## config.mk

```make
export PLATFORM = sky130hd
export DESIGN_NAME = ppe_buf
export DESIGN_NICKNAME = d
export VERILOG_FILES = /design/src/ppe_buf.sv
export SDC_FILE = /design/constraint.sdc
export NUM_CORES = 1
export LEC_CHECK = 0
export BUFFER_PORTS_ARGS = -buffer_cell sky130_fd_sc_hd__buf_2
export CORE_MARGIN = 2
export CORE_UTILIZATION = 55
export DETAILED_ROUTE_END_ITERATION = 6
export PLACE_DENSITY = 0.78
export SLEW_MARGIN = 20
export SYNTH_ARGS = -nofsm -noshare
export SYNTH_HDL_FRONTEND = slang
export SYNTH_SLANG_ARGS = --single-unit
```

## constraint.sdc

```tcl
create_clock -name clk_i -period 3.2 [get_ports clk_i]
set_clock_uncertainty 0.15 [all_clocks]
set_input_delay 0.16 -clock clk_i [delete_from_list [all_inputs] [get_ports clk_i]]
set_output_delay 0.16 -clock clk_i [all_outputs]
set_load 0.02 [all_outputs]
```

## src/ppe_buf.sv

```systemverilog
// page buffer memory with per-entry valid bits, registered read
module ppe_buf #(
  parameter int PAGE_BYTES = 64
) (
  input  logic                          clk_i,
  input  logic                          rst_ni,
  input  logic                          we_i,
  input  logic [$clog2(PAGE_BYTES)-1:0] waddr_i,
  input  logic [7:0]                    wdata_i,
  input  logic                          re_i,
  input  logic [$clog2(PAGE_BYTES)-1:0] raddr_i,
  output logic [7:0]                    rdata_o
);

  logic [7:0]            mem [PAGE_BYTES];
  logic [PAGE_BYTES-1:0] valid_q;
  logic [7:0]            rd_q;
  logic                  rd_valid_q;

  always_ff @(posedge clk_i) begin
    if (we_i) begin
      mem[waddr_i] <= wdata_i;
    end
    if (re_i) begin
      rd_q <= mem[raddr_i];
    end
  end

  // entries never written read as zero
  always_ff @(posedge clk_i or negedge rst_ni) begin
    if (!rst_ni) begin
      valid_q    <= '0;
      rd_valid_q <= 1'b0;
    end else begin
      if (we_i) begin
        valid_q[waddr_i] <= 1'b1;
      end
      if (re_i) begin
        rd_valid_q <= valid_q[raddr_i];
      end
    end
  end

  assign rdata_o = rd_valid_q ? rd_q : 8'h00;

endmodule

```

**Word level (Yosys, flattened, before mapping)**

Memories as Yosys holds them, arrays and structs flattened. A register that Yosys moved wholly into a read port is not among the register bits.
Index checks and enable logic that the tools add are counted.

- Magnitude comparators: 3
- Muxes and demuxes: 7
- Bitwise logic cells: 1
- Reductions and logical operators: 1

Operators by type and width:

| operator | count |
|---|---|
| $or 64x64->64 | 1 |
| $lt 6x7->1 const B | 2 |
| $mux 8 | 1 |
| $bmux 1 s6 | 1 |
| $demux 1 s6 | 1 |
| $ge 6x1->1 const B | 1 |
| $mux 1 | 4 |
| $logic_and 1x1->1 | 1 |

- Flip-flop bits (word level): 65
- Memory bits (writable): 512
- Input port bits: 24
- Memories: 1

Memories:

| memory | words | width | read ports | clocked after memory_dff | wr ports | RTL line | source |
|---|---|---|---|---|---|---|---|
| mem | 64 | 8 | 1 | 1 | 1 | 15 | `logic [7:0] mem [PAGE_BYTES];` |

**Logic depth before layout (Yosys ltp)**

- Word-level depth: 5
- Gate-level depth with buffers: 8
- Depth with buffers taken out: 5

**Worst setup path before layout**

Ideal clock, no wire load.

- Path kind: input-to-reg
- Start: input port raddr_i[1]
- End: register rd_q[1], read port of mem (data pin)
- Arrival: 1.837 ns
- Data required time: 2.777 ns
- Path slack: 0.941 ns
- Stages: 7
- Buffers on the path: 3
- Cell sequence: buf_2 > buf_2 > buf_1 > mux4_2 > mux4_2 > mux2i_1 > a21oi_1

RTL lines:

| element | RTL line | source |
|---|---|---|
| start: declaration | 11 | `input logic [$clog2(PAGE_BYTES)-1:0] raddr_i,` |
| end: declaration | 17 | `logic [7:0] rd_q;` |

==> metrics.txt <==
die span in y 207 µm; WP data arrival 2.55 ns; Hold Path Cell Cnt 1; pin count of the biggest net entering global routing 65; starting density of the core 55.6%; Worst-Skew Late Latency 0.58 ns; Max Cap Viol 0; Die Width 207 µm; post-cts sizing count 0; drt pass-1 iters 5; Slew headroom 34.4%; static leakage 8.62 nW; Num CTS Buffers 54; Non-Filler Instances 1735; Final Max Slew Viols 0; clock-pin slew on the worst setup and hold paths 0.06 ns; Placer Congestion 0.849; pwr/cell area 623 mW/mm²; DRC viols 0; Sink Count 585; final WL 50.1 mm; hold_sp wdata_i[6]; fmax 418 MHz; placement row count 74; all-layer global routing usage 23.5%; HPWL after DPL 29.8 mm; startpoint type of the worst setup path input pin; Yosys warning total 0; sequential share of the synthesized area 75.9%; WL per Instance 28.9 µm; via density per instance 6.38; worst r2r dst rd_q[3]; Post-synth ARST share 11.1%; Syn Inst Count 1046; Ant. Diodes 0; Hold Path End mem[13][6]; required time of the critical path 3.35 ns; Core ar. 0.0408 mm²; fin nets 1183; flop2flop setup slack 0.89 ns; ANT nets after route 0; CTS tree yes; outcome finished, violations left; Hold Vio Cnt, Final 14; via count 11.1k; Synth area leaders edfxtp_1 69%, mux4_2 17%, dfrtp_1 7.2%, or2_2 1.8%, nor2_1 1.2%; Top FF cell, synth edfxtp_1; die area 0.0429 mm²; Critical Path Sink Type register; Hold/Removal Path Class input pin to register; Layout area overhead 13.0%; Synth Area per Inst 21.7 µm²; Clock Tree Root clkbuf_16; Yosys reg bits 585; Post-synth EDFFs 520; Max clock buf depth 3; first-pass GRT wire length 74.3 mm; PortBufs 31; Setup CP Type input pin to register; cell type with the largest total area after synthesis edfxtp_1; initial antenna violation count 1; post-synthesis cell type count 30; post-route minimum period 2.39 ns; top-count cell post-synth edfxtp_1; Final Total Pwr 16.0 mW; critical path fanouts, max 23; Tcrit/Tclk final 74.7%; H-tree levels 2; Slew @ Worst Pin 0.980 ns; Worst IR Drop VDD 0.568 mV; Inst Count DP 1632; hold slack final -0.0124 ns; Synth top area share 68.7%; R2R cell count 4; vias in the first global route 11.2k; I/O pins 32; setup TNS 0 ns; Synth top cells by count 520 x edfxtp_1, 169 x mux4_2, 73 x nor2_1; worst r2r src mem[20][3]; failing checks hold timing; total nets after synthesis 1070; Setup-failing EPs final 0; Initial DRC Count 1449; RSZ-0062 raised after global routing false; Post-Syn Area 0.0227 mm²; grt ovf 0; layout cell share with drive strength beyond 1 34.5%; # Post-CTS Setup Buffers 0
-- sequential cells by signal (all words and copies together), names as in the netlist --
register,flops
rd_valid_q,1
rd_q,8
valid_q,64
mem,512
-- worst max-delay path, stage by stage --
cell,delay [ns]
buf_8,0.25
buf_12,0.25
buf_4,0.32
mux4_2,0.55
mux4_2,0.55
o22ai_1,0.32
nor2_1,0.12
-- metrics by stage --
stage | worst slack (ns) | hold WS [ns] | area, µm² | util (%)
CTS | 0.843 | 0.0289 | 25700 | 62.8
global placement | 0.267 | 0.145 | 23900 | 58.5
floorplan | 0.941 | -0.286 | 22700 | -
detailed placement | 0.253 | 0.152 | 23900 | 58.5
finish | 0.809 | -0.0124 | 25700 | 62.9
global route | 0.765 | 0.0124 | 25700 | 62.9
-- kinds of logic (layout without fill, tap and decap cells) --
kind of cell    after synthesis  in the layout  synth area share [%]
compound gates               27             27                 0.804
buf+inv                      55            212                  1.35
flops                       585            585                  75.9
mux                         191            191                  17.7
simple gates                188            188                  4.22
-- placed cells by master (no fill, tap or decap), types with 8 or more instances in the layout --
cell type / Yosys / layout
nand3_1: 10 / 10
clkinv_1: 0 / 11
and2_1: 8 / 8
dfrtp_1: 65 / 65
edfxtp_1: 520 / 520
mux2i_1: 22 / 22
clkbuf_16: 0 / 55
buf_2: 11 / 22
buf_4: 7 / 76
or2_2: 66 / 66
nand2_1: 11 / 11
mux4_2: 169 / 169
clkbuf_1: 21 / 16
o22ai_1: 12 / 12
nor2_1: 73 / 73
-- what timing repair did --
action,in CTS,in global routing
endpoints found under the hold margin,66,0
setup endpoints to repair,0,0
hold buffers,3,0
-- power breakdown --
group	leakage, nW	total (mW)	switching (mW)	internal [mW]
Clock	0.826	6.28	2.70	3.59
Sequential	5.50	8.64	0.112	8.53
Combinational	2.29	1.06	0.576	0.481
Total	8.62	16.0	3.38	12.6
-- worst max path at each step --
stage	endpoint	cells after the start	slack, ns	startpoint
detailed placement	rd_q[3]	7	0.25	raddr_i[0]
finish	rd_q[3]	7	0.81	raddr_i[0]
global route	rd_q[3]	7	0.77	raddr_i[0]
global placement	rd_q[3]	7	0.27	raddr_i[0]
CTS	rd_q[3]	7	0.84	raddr_i[0]
floorplan	rd_q[1]	7	0.94	raddr_i[1]
-- area by class of cell --
type | instances | area, µm²
clock inverter | 28 | 272
tap | 532 | 666
timing repair buffer | 109 | 866
clock buffer | 72 | 1450
fill | 2556 | 15200
sequential | 585 | 17200
inverter | 3 | 11.3
multi-input combinational | 406 | 5170
-- metal layers --
| metal | track usage (%) | wire, µm | vias to the layer above | share of wire [%] |
|---|---|---|---|---|
| met3 | 4.30 | 4520 | 101 | 9.0 |
| li1 | - | - | 4507 | - |
| met1 | 33.4 | 19000 | 5823 | 38 |
| met4 | 7.59 | 1560 | 0 | 3.1 |
| met2 | 37.6 | 25000 | 642 | 50 |
| met5 | 0 | 0 | - | 0 |
Note: power is estimated with default switching activity, not from simulation.
