<file path="config.mk">
export PLATFORM = sky130hd
export DESIGN_NAME = ppe_seq
export DESIGN_NICKNAME = d
export VERILOG_FILES = /design/src/ppe_pkg.sv /design/src/ppe_seq.sv
export SDC_FILE = /design/constraint.sdc
export NUM_CORES = 1
export LEC_CHECK = 0
export ABC_AREA = 1
export BUFFER_PORTS_ARGS = -buffer_cell sky130_fd_sc_hd__buf_2
export CORE_ASPECT_RATIO = 1.5
export CORE_MARGIN = 8
export CORE_UTILIZATION = 30
export CTS_BUF_LIST = sky130_fd_sc_hd__clkbuf_8 sky130_fd_sc_hd__clkbuf_16
export DETAILED_ROUTE_END_ITERATION = 10
export GPL_TIMING_DRIVEN = 0
export SLEW_MARGIN = 30
export SYNTH_ARGS = -nofsm -noshare
export SYNTH_HDL_FRONTEND = slang
export SYNTH_SLANG_ARGS = --single-unit
</file>
<file path="constraint.sdc">
create_clock -name clk_i -period 2 [get_ports clk_i]
set_input_delay 0.1 -clock clk_i [delete_from_list [all_inputs] [get_ports clk_i]]
set_output_delay 0.1 -clock clk_i [all_outputs]
set_load 0.005 [all_outputs]
</file>
<file path="src/ppe_pkg.sv">
// shared codes and result type for the page programming engine
package ppe_pkg;

  // event kinds on the input stream
  localparam logic [2:0] KIND_WR_START = 3'd0;
  localparam logic [2:0] KIND_RX_BYTE  = 3'd1;
  localparam logic [2:0] KIND_RD_START = 3'd2;
  localparam logic [2:0] KIND_TX_REQ   = 3'd3;
  localparam logic [2:0] KIND_STOP_WR  = 3'd4;
  localparam logic [2:0] KIND_STOP_RD  = 3'd5;

  // command bytes
  localparam logic [7:0] CMD_NONE    = 8'h00;
  localparam logic [7:0] CMD_APPEND  = 8'h01;
  localparam logic [7:0] CMD_PROGRAM = 8'h02;
  localparam logic [7:0] CMD_FETCH   = 8'h03;
  localparam logic [7:0] CMD_REWIND  = 8'h04;
  localparam logic [7:0] CMD_RESTART = 8'h05;

  // bus responses
  localparam logic [1:0] RESP_RESPOND     = 2'd0;
  localparam logic [1:0] RESP_ACK_RESPOND = 2'd1;
  localparam logic [1:0] RESP_COMPLETE    = 2'd2;
  localparam logic [1:0] RESP_NONE        = 2'd3;

  localparam logic [7:0] ERASED_BYTE = 8'hFF;

  typedef struct packed {
    logic [7:0] tx_byte;
    logic       tx_valid;
    logic [1:0] bus_response;
    logic       reset_request;
  } ppe_res_t;

endpackage

</file>
<file path="src/ppe_seq.sv">
// event sequencer: command decode, page number reduction and page copy loop
module ppe_seq #(
  parameter int PAGE_BYTES = 64,
  parameter int PAGE_COUNT = 256,
  localparam int BiW   = $clog2(PAGE_BYTES),
  localparam int Depth = PAGE_BYTES * PAGE_COUNT,
  localparam int FaW   = (Depth > 1) ? $clog2(Depth) : 1,
  localparam int PgW   = (PAGE_COUNT > 1) ? $clog2(PAGE_COUNT) : 1
) (
  input  logic             clk_i,
  input  logic             rst_ni,
  input  logic             start_i,
  input  logic [2:0]       kind_i,
  input  logic [7:0]       rx_byte_i,
  output logic             idle_o,
  output ppe_pkg::ppe_res_t res_o,
  output logic             res_valid_o,
  input  logic             res_ready_i,
  // page buffer port
  output logic             buf_we_o,
  output logic [BiW-1:0]   buf_waddr_o,
  output logic [7:0]       buf_wdata_o,
  output logic             buf_re_o,
  output logic [BiW-1:0]   buf_raddr_o,
  input  logic [7:0]       buf_rdata_i,
  // flash port
  output logic             fl_we_o,
  output logic [FaW-1:0]   fl_waddr_o,
  output logic [7:0]       fl_wdata_o,
  output logic             fl_re_o,
  output logic [FaW-1:0]   fl_raddr_o,
  output logic [PgW-1:0]   fl_page_o,
  output logic             fl_mark_o,
  input  logic [7:0]       fl_rdata_i
);

  localparam logic [2:0] ST_IDLE   = 3'd0;
  localparam logic [2:0] ST_EXEC   = 3'd1;
  localparam logic [2:0] ST_TXWAIT = 3'd2;
  localparam logic [2:0] ST_MOD    = 3'd3;
  localparam logic [2:0] ST_BASE   = 3'd4;
  localparam logic [2:0] ST_COPY   = 3'd5;
  localparam logic [2:0] ST_DRAIN  = 3'd6;
  localparam logic [2:0] ST_FIN    = 3'd7;

  localparam logic [BiW-1:0] LastIdx = BiW'(PAGE_BYTES - 1);
  // ceil(2^16 / PAGE_COUNT), exact quotient for every 8-bit argument
  localparam logic [16:0]    RecipMul = 17'((65536 + PAGE_COUNT - 1) / PAGE_COUNT);

  logic [2:0]        state_q, state_d;
  logic [2:0]        kind_q;
  logic [7:0]        rx_q;
  logic [7:0]        cmd_q, cmd_d;
  logic [7:0]        arg_q, arg_d;
  logic [BiW-1:0]    idx_q, idx_d, idx_nxt;
  logic [7:0]        rem_q, rem_d;
  logic [2:0]        k_q, k_d;
  logic [7:0]        quot_q, quot_d;
  logic [23:0]       recip_prod;
  logic [15:0]       quot_mul;
  logic [FaW-1:0]    base_q, base_d;
  logic [BiW-1:0]    off_q, off_d;
  logic              wr_pend_q, wr_pend_d;
  logic [BiW-1:0]    wr_off_q, wr_off_d;
  logic              fetch_q, fetch_d;
  ppe_pkg::ppe_res_t res_q, res_d;
  logic [PgW-1:0]    page;

  assign idx_nxt    = (idx_q == LastIdx) ? '0 : idx_q + 1'b1;
  assign recip_prod = 24'(rem_q) * 24'(RecipMul);
  assign quot_mul   = 16'(quot_q) * 16'(PAGE_COUNT);
  assign page       = rem_q[PgW-1:0];

  always_comb begin
    state_d   = state_q;
    cmd_d     = cmd_q;
    arg_d     = arg_q;
    idx_d     = idx_q;
    rem_d     = rem_q;
    k_d       = k_q;
    quot_d    = quot_q;
    base_d    = base_q;
    off_d     = off_q;
    wr_pend_d = 1'b0;
    wr_off_d  = off_q;
    fetch_d   = fetch_q;
    res_d     = res_q;

    buf_we_o    = 1'b0;
    buf_waddr_o = idx_q;
    buf_wdata_o = rx_q;
    buf_re_o    = 1'b0;
    buf_raddr_o = idx_q;
    fl_we_o     = 1'b0;
    fl_waddr_o  = base_q + FaW'(wr_off_q);
    fl_wdata_o  = buf_rdata_i;
    fl_re_o     = 1'b0;
    fl_raddr_o  = base_q + FaW'(off_q);
    fl_page_o   = page;
    fl_mark_o   = 1'b0;

    // write half of the copy loop, in the cycle after the read
    if (wr_pend_q) begin
      if (fetch_q) begin
        buf_we_o    = 1'b1;
        buf_waddr_o = wr_off_q;
        buf_wdata_o = fl_rdata_i;
      end else begin
        fl_we_o = 1'b1;
      end
    end

    unique case (state_q)
      ST_IDLE: begin
        if (start_i) begin
          state_d = ST_EXEC;
        end
      end
      ST_EXEC: begin
        res_d   = '{tx_byte: 8'h00, tx_valid: 1'b0,
                    bus_response: ppe_pkg::RESP_NONE, reset_request: 1'b0};
        state_d = ST_FIN;
        unique case (kind_q)
          ppe_pkg::KIND_WR_START: begin
            cmd_d              = ppe_pkg::CMD_NONE;
            res_d.bus_response = ppe_pkg::RESP_RESPOND;
          end
          ppe_pkg::KIND_RX_BYTE: begin
            res_d.bus_response = ppe_pkg::RESP_RESPOND;
            if (cmd_q == ppe_pkg::CMD_NONE) begin
              cmd_d = rx_q;
            end else if (cmd_q == ppe_pkg::CMD_APPEND) begin
              buf_we_o = 1'b1;
              idx_d    = idx_nxt;
            end else begin
              arg_d = rx_q;
            end
          end
          ppe_pkg::KIND_RD_START: begin
            res_d.bus_response = ppe_pkg::RESP_ACK_RESPOND;
          end
          ppe_pkg::KIND_TX_REQ: begin
            res_d.bus_response = ppe_pkg::RESP_RESPOND;
            res_d.tx_valid     = 1'b1;
            buf_re_o           = 1'b1;
            idx_d              = idx_nxt;
            state_d            = ST_TXWAIT;
          end
          ppe_pkg::KIND_STOP_WR: begin
            res_d.bus_response = ppe_pkg::RESP_COMPLETE;
            if (cmd_q == ppe_pkg::CMD_PROGRAM || cmd_q == ppe_pkg::CMD_FETCH) begin
              fetch_d = (cmd_q == ppe_pkg::CMD_FETCH);
              rem_d   = arg_q;
              k_d     = 3'd1;
              state_d = ST_MOD;
            end else if (cmd_q == ppe_pkg::CMD_REWIND) begin
              idx_d = '0;
            end else if (cmd_q == ppe_pkg::CMD_RESTART) begin
              res_d.reset_request = 1'b1;
            end
          end
          ppe_pkg::KIND_STOP_RD: begin
            res_d.bus_response = ppe_pkg::RESP_COMPLETE;
          end
          default: begin
            res_d.bus_response = ppe_pkg::RESP_NONE;
          end
        endcase
      end
      ST_TXWAIT: begin
        res_d.tx_byte = buf_rdata_i;
        state_d       = ST_FIN;
      end
      ST_MOD: begin
        // quotient by reciprocal multiply, then remainder by one subtract
        if (k_q != 3'd0) begin
          quot_d = recip_prod[23:16];
          k_d    = k_q - 3'd1;
        end else begin
          rem_d   = rem_q - quot_mul[7:0];
          state_d = ST_BASE;
        end
      end
      ST_BASE: begin
        base_d    = FaW'(page * PAGE_BYTES);
        off_d     = '0;
        fl_mark_o = !fetch_q;
        state_d   = ST_COPY;
      end
      ST_COPY: begin
        if (fetch_q) begin
          fl_re_o = 1'b1;
        end else begin
          buf_re_o    = 1'b1;
          buf_raddr_o = off_q;
        end
        wr_pend_d = 1'b1;
        off_d     = off_q + 1'b1;
        if (off_q == LastIdx) begin
          state_d = ST_DRAIN;
        end
      end
      ST_DRAIN: begin
        if (fetch_q) begin
          idx_d = '0;
        end
        state_d = ST_FIN;
      end
      ST_FIN: begin
        if (res_ready_i) begin
          state_d = ST_IDLE;
        end
      end
      default: begin
        state_d = ST_IDLE;
      end
    endcase
  end

  always_ff @(posedge clk_i or negedge rst_ni) begin
    if (!rst_ni) begin
      state_q   <= ST_IDLE;
      cmd_q     <= ppe_pkg::CMD_NONE;
      arg_q     <= 8'h00;
      idx_q     <= '0;
      wr_pend_q <= 1'b0;
      fetch_q   <= 1'b0;
    end else begin
      state_q   <= state_d;
      cmd_q     <= cmd_d;
      arg_q     <= arg_d;
      idx_q     <= idx_d;
      wr_pend_q <= wr_pend_d;
      fetch_q   <= fetch_d;
    end
  end

  always_ff @(posedge clk_i) begin
    if (start_i && state_q == ST_IDLE) begin
      kind_q <= kind_i;
      rx_q   <= rx_byte_i;
    end
    rem_q    <= rem_d;
    k_q      <= k_d;
    quot_q   <= quot_d;
    base_q   <= base_d;
    off_q    <= off_d;
    wr_off_q <= wr_off_d;
    res_q    <= res_d;
  end

  assign idle_o      = (state_q == ST_IDLE);
  assign res_valid_o = (state_q == ST_FIN);
  assign res_o       = res_q;

  a_wr_after_copy: assert property (@(posedge clk_i) disable iff (!rst_ni)
    wr_pend_q |-> $past(state_q) == ST_COPY)
    else $error("copy write without a preceding copy read");

  a_start_when_idle: assert property (@(posedge clk_i) disable iff (!rst_ni)
    start_i |-> state_q == ST_IDLE)
    else $error("transfer started while busy");

  a_tx_only_for_request: assert property (@(posedge clk_i) disable iff (!rst_ni)
    (res_valid_o && res_q.tx_valid) |-> kind_q == ppe_pkg::KIND_TX_REQ)
    else $error("tx byte flagged for a non request event");

  a_rst_on_complete: assert property (@(posedge clk_i) disable iff (!rst_ni)
    (res_valid_o && res_q.reset_request) |->
      (res_q.bus_response == ppe_pkg::RESP_COMPLETE && cmd_q == ppe_pkg::CMD_RESTART))
    else $error("reset request outside a restart stop");

endmodule

</file>
# Yosys cells after proc, flatten, opt, wreduce, memory -nomap -nowiden
# Index checks and enable logic that the tools add are counted.
# classes
reduce_logical	22
bitwise_logic	3
n_eq_ne	33
n_addsub	5
muxes	44
# op_table
operator	count
$mux W6	10
$pmux W8 S2	2
$add A14 B6 Y14	2
$mux W3	8
$mux W8	3
$pmux W6 S2	2
$pmux W3 S7	1
$eq A3 B3 Y1 const B	6
$pmux W6 S3	1
$eq A8 B2 Y1 const B	2
$eq A8 B3 Y1 const B	2
$ne A2 B2 Y1 const B	7
$mux W1	13
$add A6 B1 Y6 const B	2
$eq A3 B2 Y1 const B	4
$eq A6 B6 Y1 const B	2
$ne A3 B3 Y1 const B	4
$pmux W3 S2	2
$reduce_and A4 Y1	3
$reduce_bool A2 Y1	5
$eq A8 B1 Y1 const B	1
$logic_not A8 Y1	1
$reduce_and A7 Y1	1
$eq A3 B1 Y1 const B	2
14 further kinds	21
# word_totals
elab_cells	124
register_bits	81
in_bits	31

# Depth between registers and ports, before layout
# Gate-level depths: netlist (run 1).
# logic_depth
word_depth	6
ltp_mapped	10

# Worst setup path after synthesis (run 1)
# Ideal clock, no wire load.
# synth_path
path_type	flip-flop to flip-flop
start	register state_q[1]
end	register kind_q[0], enable pin
path_stages_with_launch	4
setup_ps	393
synth_period_minus_slack_ps	1859
slack_ps	141
path_buffers	0
t_arrival_ps	1466
cell_sequence	dfrtp_1 nor2_4 inv_1 nor3_1
# synth_via
elab_chain_cells	2
# synth_lines
element	line_no	rtl
start: declaration	ppe_seq.sv:50	logic [2:0] state_q, state_d;
start signal: assignment	ppe_seq.sv:229	state_q <= state_d;
$logic_not A3 Y1	ppe_seq.sv:239	if (start_i && state_q == ST_IDLE) begin
$logic_and A1 B1 Y1	ppe_seq.sv:239	
end signal: assignment	ppe_seq.sv:240	kind_q <= kind_i;
end: declaration	ppe_seq.sv:51	logic [2:0] kind_q;
# No other way between the ends.
# A chain may end at the register's enable or synchronous reset.

# Final worst setup path (run 1)
# layout_path
start	register fetch_q
end	output buf_waddr_o[4]
# layout_via
elab_chain_cells	2
# layout_lines
element	line_no	rtl
start: declaration	ppe_seq.sv:65	logic fetch_q, fetch_d;
start signal: assignment	ppe_seq.sv:234	fetch_q <= fetch_d;
$mux W6	ppe_seq.sv:104	if (fetch_q) begin
$mux W6	ppe_seq.sv:103	if (wr_pend_q) begin
end: declaration	ppe_seq.sv:21	output logic [BiW-1:0] buf_waddr_o,
# No other way between the ends.

==> results.cfg, run 1 <==
[pwr]
net-switching-power_w = 0.00220
comb_power_share_pct = 32.3
power.internal_w = 0.00387
worst_ir_drop_vdd_uv = 664
leakage_nw = 2.46
power.sequential.fraction_pct = 42.2
switching_share_of_power_pct = 36.2
power-per-cell-area_nw_per_um2 = 1220
power_frac_clock_pct = 25.5

[placement]
port_buffers = 113
detailed_place.area_um2 = 4550
hpwl_um = 7580
final_wtd_congestion = 0.830

[job]
cap_viol_max_count = 0

[cts]
cts-htree-levels = 3
cts_tree = done
clk_transition_reported_paths_ns = 0.06
root_buffer = clkbuf_16
clk-insertion-delay-late_ns = 0.34
cts_made_buffers = 9
numClockSinks = 81
clockBufferDepth = 2

[status]
outcome = complete, no violations

[grt]
grt_start_max_net_pins = 28
grt_pass1_vias = 3373
number_of_antenna_violations_at_the_first_check_in_global_routing = 0
grt_overall_usage_pct = 12.5
grt_remaining_overflow = 0
grt_first_pass_wirelength_um = 16300

[synth]
ys_top_cells_by_area = edfxtp_1 38%, dfrtp_1 18%, nand2_1 9.3%
avgSynthCellArea_um2 = 9.53
edff_count_synth = 48
synth_compound_gate_area_share_pct = 6.40
synthMuxAreaShare_pct = 0.895
ys.warnings.count = 0
synth_top_area_cell = edfxtp_1
synth_top_family_by_area = simple AND/OR/NAND/NOR gates
yosys_register_bits = 81
post_synth_cell_types = 33
synth-simple-area-share_pct = 22.2
yosysTopAreaCellShare_pct = 38.2
asyncSetResetFlopFracSynth_pct = 33.3
synth_fa_ha_area_share_pct = 1.33
syn_std_cell_area_um2 = 3770
synth_fp_nets = 431
synth_xor_area_share_pct = 0.232
seq_area_frac_synth_pct = 59.3
gate_count_post_synth = 396
dominantRegCellSynth = edfxtp_1

[finish]
antennaDiodeCount = 0
area_of_the_multi_input_gates_um2 = 1190
area_growth_syn_to_layout_pct = 31.4
postLayoutCellArea_um2 = 4960
finish.net_count = 568
layout-drive-gt1-share_pct = 33.8
final-seq-area_um2 = 2240
finish.utilization_pct = 40.0
fillers = 1265

[route]
drt_first_iter_violations = 95
route.met3.wl_um = 930
dr.pass1.iters = 4
route.vias.total = 3118
drcViolationCount = 0
wl_met1_um = 3890
detail_route.wirelength_um = 9840
met2_length_um = 4850
vias_per_cell = 4.49
final_routed_wire_length_divided_by_cell_count_um = 14.2
highest-signal-layer = met4
drt.antenna.violating_nets = 0

[die]
placementRows = 50
start_util_pct = 30.5
die_height_um = 153
chipWidth_um = 108
design.die.area_um2 = 16500
num_io_pins = 114
fp.coreArea_um2 = 12400

[critical_path]
timing.critical_path.fanout_max = 10
timing_worst_setup_path_type = reg2out
worst-endpoint-required_ns = 1.90
cp_slowest_stage_delay_ns = 0.46
cp-end-kind = output port
setup.worst_path.start_class = flip-flop
crit_slowest_cell = dfrtp_1
timing.reg2reg.worst_path_depth = 3
crit_path_cell_trace = nand2_2 -> clkbuf_2 -> nor2_1 -> a21oi_1 -> buf_2
worstPathArrival_ns = 1.73

[worst_hold_path]
hp-class = in2reg
worstHoldPathCells = 4

[timing]
slew_viol_final = 0
finalCriticalPeriod_ns = 1.83
finalSetupTns_ns = 0
hold-worst-slack_ns = 0.0714
final.setup_skew_ns = 0.0117
count_of_final_hold_check_violations = 0
maxClockFrequency_ghz = 0.547
grt_setup_unrepaired = no
post_route_clock_period_utilization_pct = 91.4
finalSetupViolCount = 0
tightestPinTransition_ns = 0.643
slew_headroom_pct = 57.2
[repair_timing]
item,CTS,global route
hold buffers,12,0
hold endpoints to repair,38,0
cloned,0,0
setup endpoints to repair,12,7
setup buffers,0,0
gates resized for setup,3,2
[sequential cells by signal, indices dropped and copies added (netlist names), 3 cells and up]
name and count:
arg_q 8, base_q 8, cmd_q 8, fl_page_o 8, idx_q 6, k_q 3
kind_q 3, off_q 6, res_o 12, rx_q 8, state_q 3, wr_off_q 6
[power by group through the flow]
stage	clock, W	sequential [W]	combinational, W
finish	0.00155	0.00256	0.00196
global route	0.00164	0.00261	0.00226
CTS	0.00159	0.00256	0.00198
detailed placement	0	0.00259	0.00195
global placement	0	0.00258	0.00190
floorplan	0	0.00256	0.00116
[cells in the mapped netlist, types with 4 or more instances]
library cell and n:
dfrtp_1 27, nand2_1 93, edfxtp_1 48, a21oi_1 16, ha_1 4, inv_2 7, o21ai_0 12, o21ai_2 8
dfxtp_1 6, nand3_1 22, nor2_1 48, nand4_1 5, buf_4 16, nor2_4 4, inv_1 51
[cell type report]
| cell class | count | area share, % |
|---|---|---|
| flip-flops and latches | 81 | 45.1 |
| multi-input cells | 236 | 23.9 |
| repair buffers | 126 | 14.0 |
| clock buffers | 9 | 4.54 |
| inverters | 58 | 4.44 |
| well taps | 156 | 3.94 |
| plain buffers | 21 | 3.03 |
| clock inverters | 7 | 1.03 |
[layout by cell type, fill, tap and decap left out, types with 3 or more instances in the layout]
cell / n
buf_2: 114
ha_1: 4
nand4_1: 5
edfxtp_1: 48
dfrtp_1: 27
mux2_2: 3
inv_6: 4
inv_1: 52
inv_2: 6
o21ai_2: 8
a21oi_1: 16
nand2_1: 92
nor2_4: 4
o21ai_0: 12
dfxtp_1: 6
dlygate4sd3_1: 12
buf_4: 17
nand2_2: 3
nand3_1: 22
nor2_1: 48
clkbuf_16: 9
[routing by layer]
| metal | vias up | global-route usage (%) |
|---|---|---|
| met5 | - | 0 |
| li1 | 1552 | - |
| met2 | 115 | 21.3 |
| met3 | 14 | 3.75 |
| met4 | 0 | 6.24 |
| met1 | 1437 | 13.6 |
[path summary, 6_finish.rpt]
path | slack, ns | startpoint | to
setup reg to reg | 0.26 | state_q[2]$_DFFE_PN0P_ | res_o[7]$_SDFFCE_PN0P_
max in group asynchronous | 1.22 | rst_ni | state_q[1]$_DFFE_PN0P_
setup / recovery | 0.17 | fetch_q$_DFFE_PN0P_ | buf_waddr_o[4]
min in group asynchronous | 0.34 | rst_ni | idx_q[0]$_DFFE_PN0P_
hold / removal | 0.07 | res_ready_i | state_q[1]$_DFFE_PN0P_
hold reg to reg | 0.44 | off_q[4]$_SDFFCE_PN0P_ | wr_off_q[4]$_DFF_P_
[worst max-delay path: cells and delay by family (launching register included)]
family / cells / cell delay (ns)
AOI/OAI and AO/OA: 1 / 0.14
buffers and inverters: 2 / 0.46
DFF: 1 / 0.46
and+or+nand+nor: 2 / 0.33
[cell families after synthesis]
group	count (synthesis)
xor gates and xnor gates	1
AOI/OAI and AO/OA	41
and+or+nand+nor	187
adders and majority gates	4
buffers and inverters	79
muxes	3
DFF	81
[through the flow]
stage          setup WS (ns)  power, W  cells
3_5_place_dp           0.134   0.00454    666
5_1_grt               0.0204   0.00651    694
3_3_place_gp          -0.409   0.00448    665
6_report               0.172   0.00607    694
2_1_floorplan          0.141   0.00372    396
4_1_cts               0.0994   0.00612    694
No activity file was read; power rests on OpenSTA's default activity.
==> inputs of run 2 (changes only) <==
ABC_AREA = unset   (was 1)
GPL_ROUTABILITY_DRIVEN = 0   (was unset)
GPL_TIMING_DRIVEN = unset   (was 0)
==> results.cfg, run 2 <==
[finish]
layout-drive-gt1-share_pct = 52.0
most-common-layout-cells = 113 x buf_2, 48 x edfxtp_1, 27 x dfrtp_1, 27 x buf_4, 17 x nor2_1
fillers = 1128
area_growth_syn_to_layout_pct = 41.7
final_common_cell = buf_2
antennaDiodeCount = 0
largest_reg_flops = 12
finish.net_count = 457
postLayoutCellArea_um2 = 5140

[critical_path]
crit_slowest_cell = or4_4
setup.worst_path.start_class = flip-flop
timing.critical_path.depth = 7
crit_path_cell_trace = or4_4 -> or3_4 -> buf_4 -> buf_4 -> o211ai_2 -> buf_6 -> mux2_4
crit_buf_inv = 3
timing.critical_path.mode_cell = buf_4
worstPathArrival_ns = 2.50
worst-endpoint-required_ns = 2.23
cp_slowest_stage_delay_ns = 0.53
critical-path-top-delay-family = simple AND/OR/NAND/NOR gates
timing.critical_path.fanout_max = 8
cp-end-kind = flip-flop
timing_worst_setup_path_type = reg2reg
timing.reg2reg.worst_path_depth = 7

[die]
die_height_um = 151
design.die.area_um2 = 15900
fp.coreArea_um2 = 11900
num_io_pins = 114
chipWidth_um = 106
placementRows = 49
start_util_pct = 30.5

[grt]
grt_remaining_overflow = 0
grt_first_pass_wirelength_um = 14500
grt_overall_usage_pct = 11.6
number_of_antenna_violations_at_the_first_check_in_global_routing = 0
grt_pass1_vias = 2837
grt_start_max_net_pins = 28

[cts]
root_buffer = clkbuf_16
cts_tree = done
clk-insertion-delay-late_ns = 0.35
clockBufferDepth = 2
cts_made_buffers = 9
numClockSinks = 81
cts-htree-levels = 3
clk_transition_reported_paths_ns = 0.06

[timing]
finalSetupTns_ns = -6.06
count_of_final_hold_check_violations = 0
post_route_clock_period_utilization_pct = 114
hold-worst-slack_ns = 0.0512
finalCriticalPeriod_ns = 2.27
slew_headroom_pct = 53.3
slew_viol_final = 0
maxClockFrequency_ghz = 0.440
finalSetupViolCount = 36
grt_setup_unrepaired = yes
postLayoutSetupSlackWorst_ns = -0.273
tightestPinTransition_ns = 0.698
final.setup_skew_ns = 0.0117

[worst_hold_path]
hp-class = in2reg
worstHoldPathCells = 2

[synth]
synth_top_area_cell = edfxtp_1
avgSynthCellArea_um2 = 13.1
post_synth_cell_types = 52
synth_fp_nets = 313
syn_std_cell_area_um2 = 3630
dominantRegCellSynth = edfxtp_1
seq_area_frac_synth_pct = 61.6
synth_most_common_cell = edfxtp_1
ys.warnings.count = 0
ys_top_cells_by_area = edfxtp_1 40%, dfrtp_1 19%, mux2_2 9.3%
edff_count_synth = 48
yosysTopAreaCellShare_pct = 39.7
yosys_register_bits = 81
asyncSetResetFlopFracSynth_pct = 33.3
synth_top_cells_by_count = 48 x edfxtp_1, 30 x mux2_2, 27 x dfrtp_1
gate_count_post_synth = 278

[pwr]
power-per-cell-area_nw_per_um2 = 1370
worst_ir_drop_vdd_uv = 693
leakage_nw = 2.34

[route]
drt.antenna.violating_nets = 0
drcViolationCount = 0
dr.pass1.iters = 4
final_routed_wire_length_divided_by_cell_count_um = 16.3
vias_per_cell = 4.59
route.vias.total = 2664
drt_first_iter_violations = 128
detail_route.wirelength_um = 9430

[placement]
hpwl_um = 7090
port_buffers = 113
detailed_place.area_um2 = 4450
dpl_worst_slack_ns = -0.248

[status]
violations_in_the_final_reports = negative setup slack
outcome = finished with violations

[job]
cap_viol_max_count = 0
## run 2: final cells by class
type	instances	area [um2]	area share (%)
multi-input combinational	163	1400	27.3
clock inverter	7	83.8	1.63
sequential	81	2240	43.5
clock buffer	9	225	4.38
timing repair buffer	160	978	19.0
inverter	7	26.3	0.511
tap	153	191	3.72
## run 2: stage by stage
stage               utilization (%)  power (W)  instances
floorplan                         -    0.00374        278
global placement               37.4    0.00470        546
detailed placement             37.4    0.00477        546
CTS                            42.8    0.00692        578
global route                   43.3    0.00745        580
finish                         43.3    0.00706        580
## run 2: timing repair
item,4_1_cts,5_1_grt
resized for setup,39,10
buffers inserted,4,2
pin swaps,19,5
hold buffers,12,0
setup endpoints to repair,42,42
endpoints found under the hold margin,38,0
## run 2: cells by family (layout without fill, tap and decap cells)
| group | Yosys count | in the layout | share of synthesized area (%) |
|---|---|---|---|
| compound gates | 37 | 37 | 8.10 |
| flops | 81 | 81 | 61.6 |
| buf+inv | 34 | 183 | 5.34 |
| mux | 30 | 30 | 9.31 |
| simple gates | 85 | 85 | 12.5 |
| fa+ha+maj | 4 | 4 | 1.38 |
| xor+xnor | 7 | 7 | 1.69 |
## run 2: report_power, final
group	leakage [nW]	switching [W]	internal [W]	total [W]
clock	0.149	0.000708	0.000991	0.00170
sequential	0.855	0.000340	0.00229	0.00263
combinational	1.33	0.00122	0.00150	0.00273
## run 2: path summary, 6_finish.rpt
path,startpoint,to,slack [ns]
min in group asynchronous,rst_ni,arg_q[5]$_DFFE_PN0P_,0.31
worst min-delay path,buf_rdata_i[5],res_o[9]$_SDFFCE_PN0P_,0.05
worst max register to register,cmd_q[5]$_DFFE_PN0P_,arg_q[0]$_DFFE_PN0P_,-0.27
max in group asynchronous,rst_ni,idx_q[2]$_DFFE_PN0P_,1.25
worst min register to register,fl_page_o[1]$_DFFE_PP_,base_q[7]$_DFFE_PP_,0.44
worst max-delay path,cmd_q[5]$_DFFE_PN0P_,arg_q[0]$_DFFE_PN0P_,-0.27
## run 2: routing by layer
layer  global-route usage, %  wire, um  vias to the layer above
met4                    6.71       241                        0
met2                    22.1      5300                       60
li1                        -         -                     1288
met5                       0         0                        -
met3                    2.78       425                       15
met1                    11.1      3460                     1301
## run 2: worst register-to-register path: stages, from the launching register on
cell and delay, ns:
dfrtp_1 0.38, or4_4 0.53, or3_4 0.36, buf_4 0.15, buf_4 0.13, o211ai_2 0.14
buf_6 0.18, mux2_4 0.30
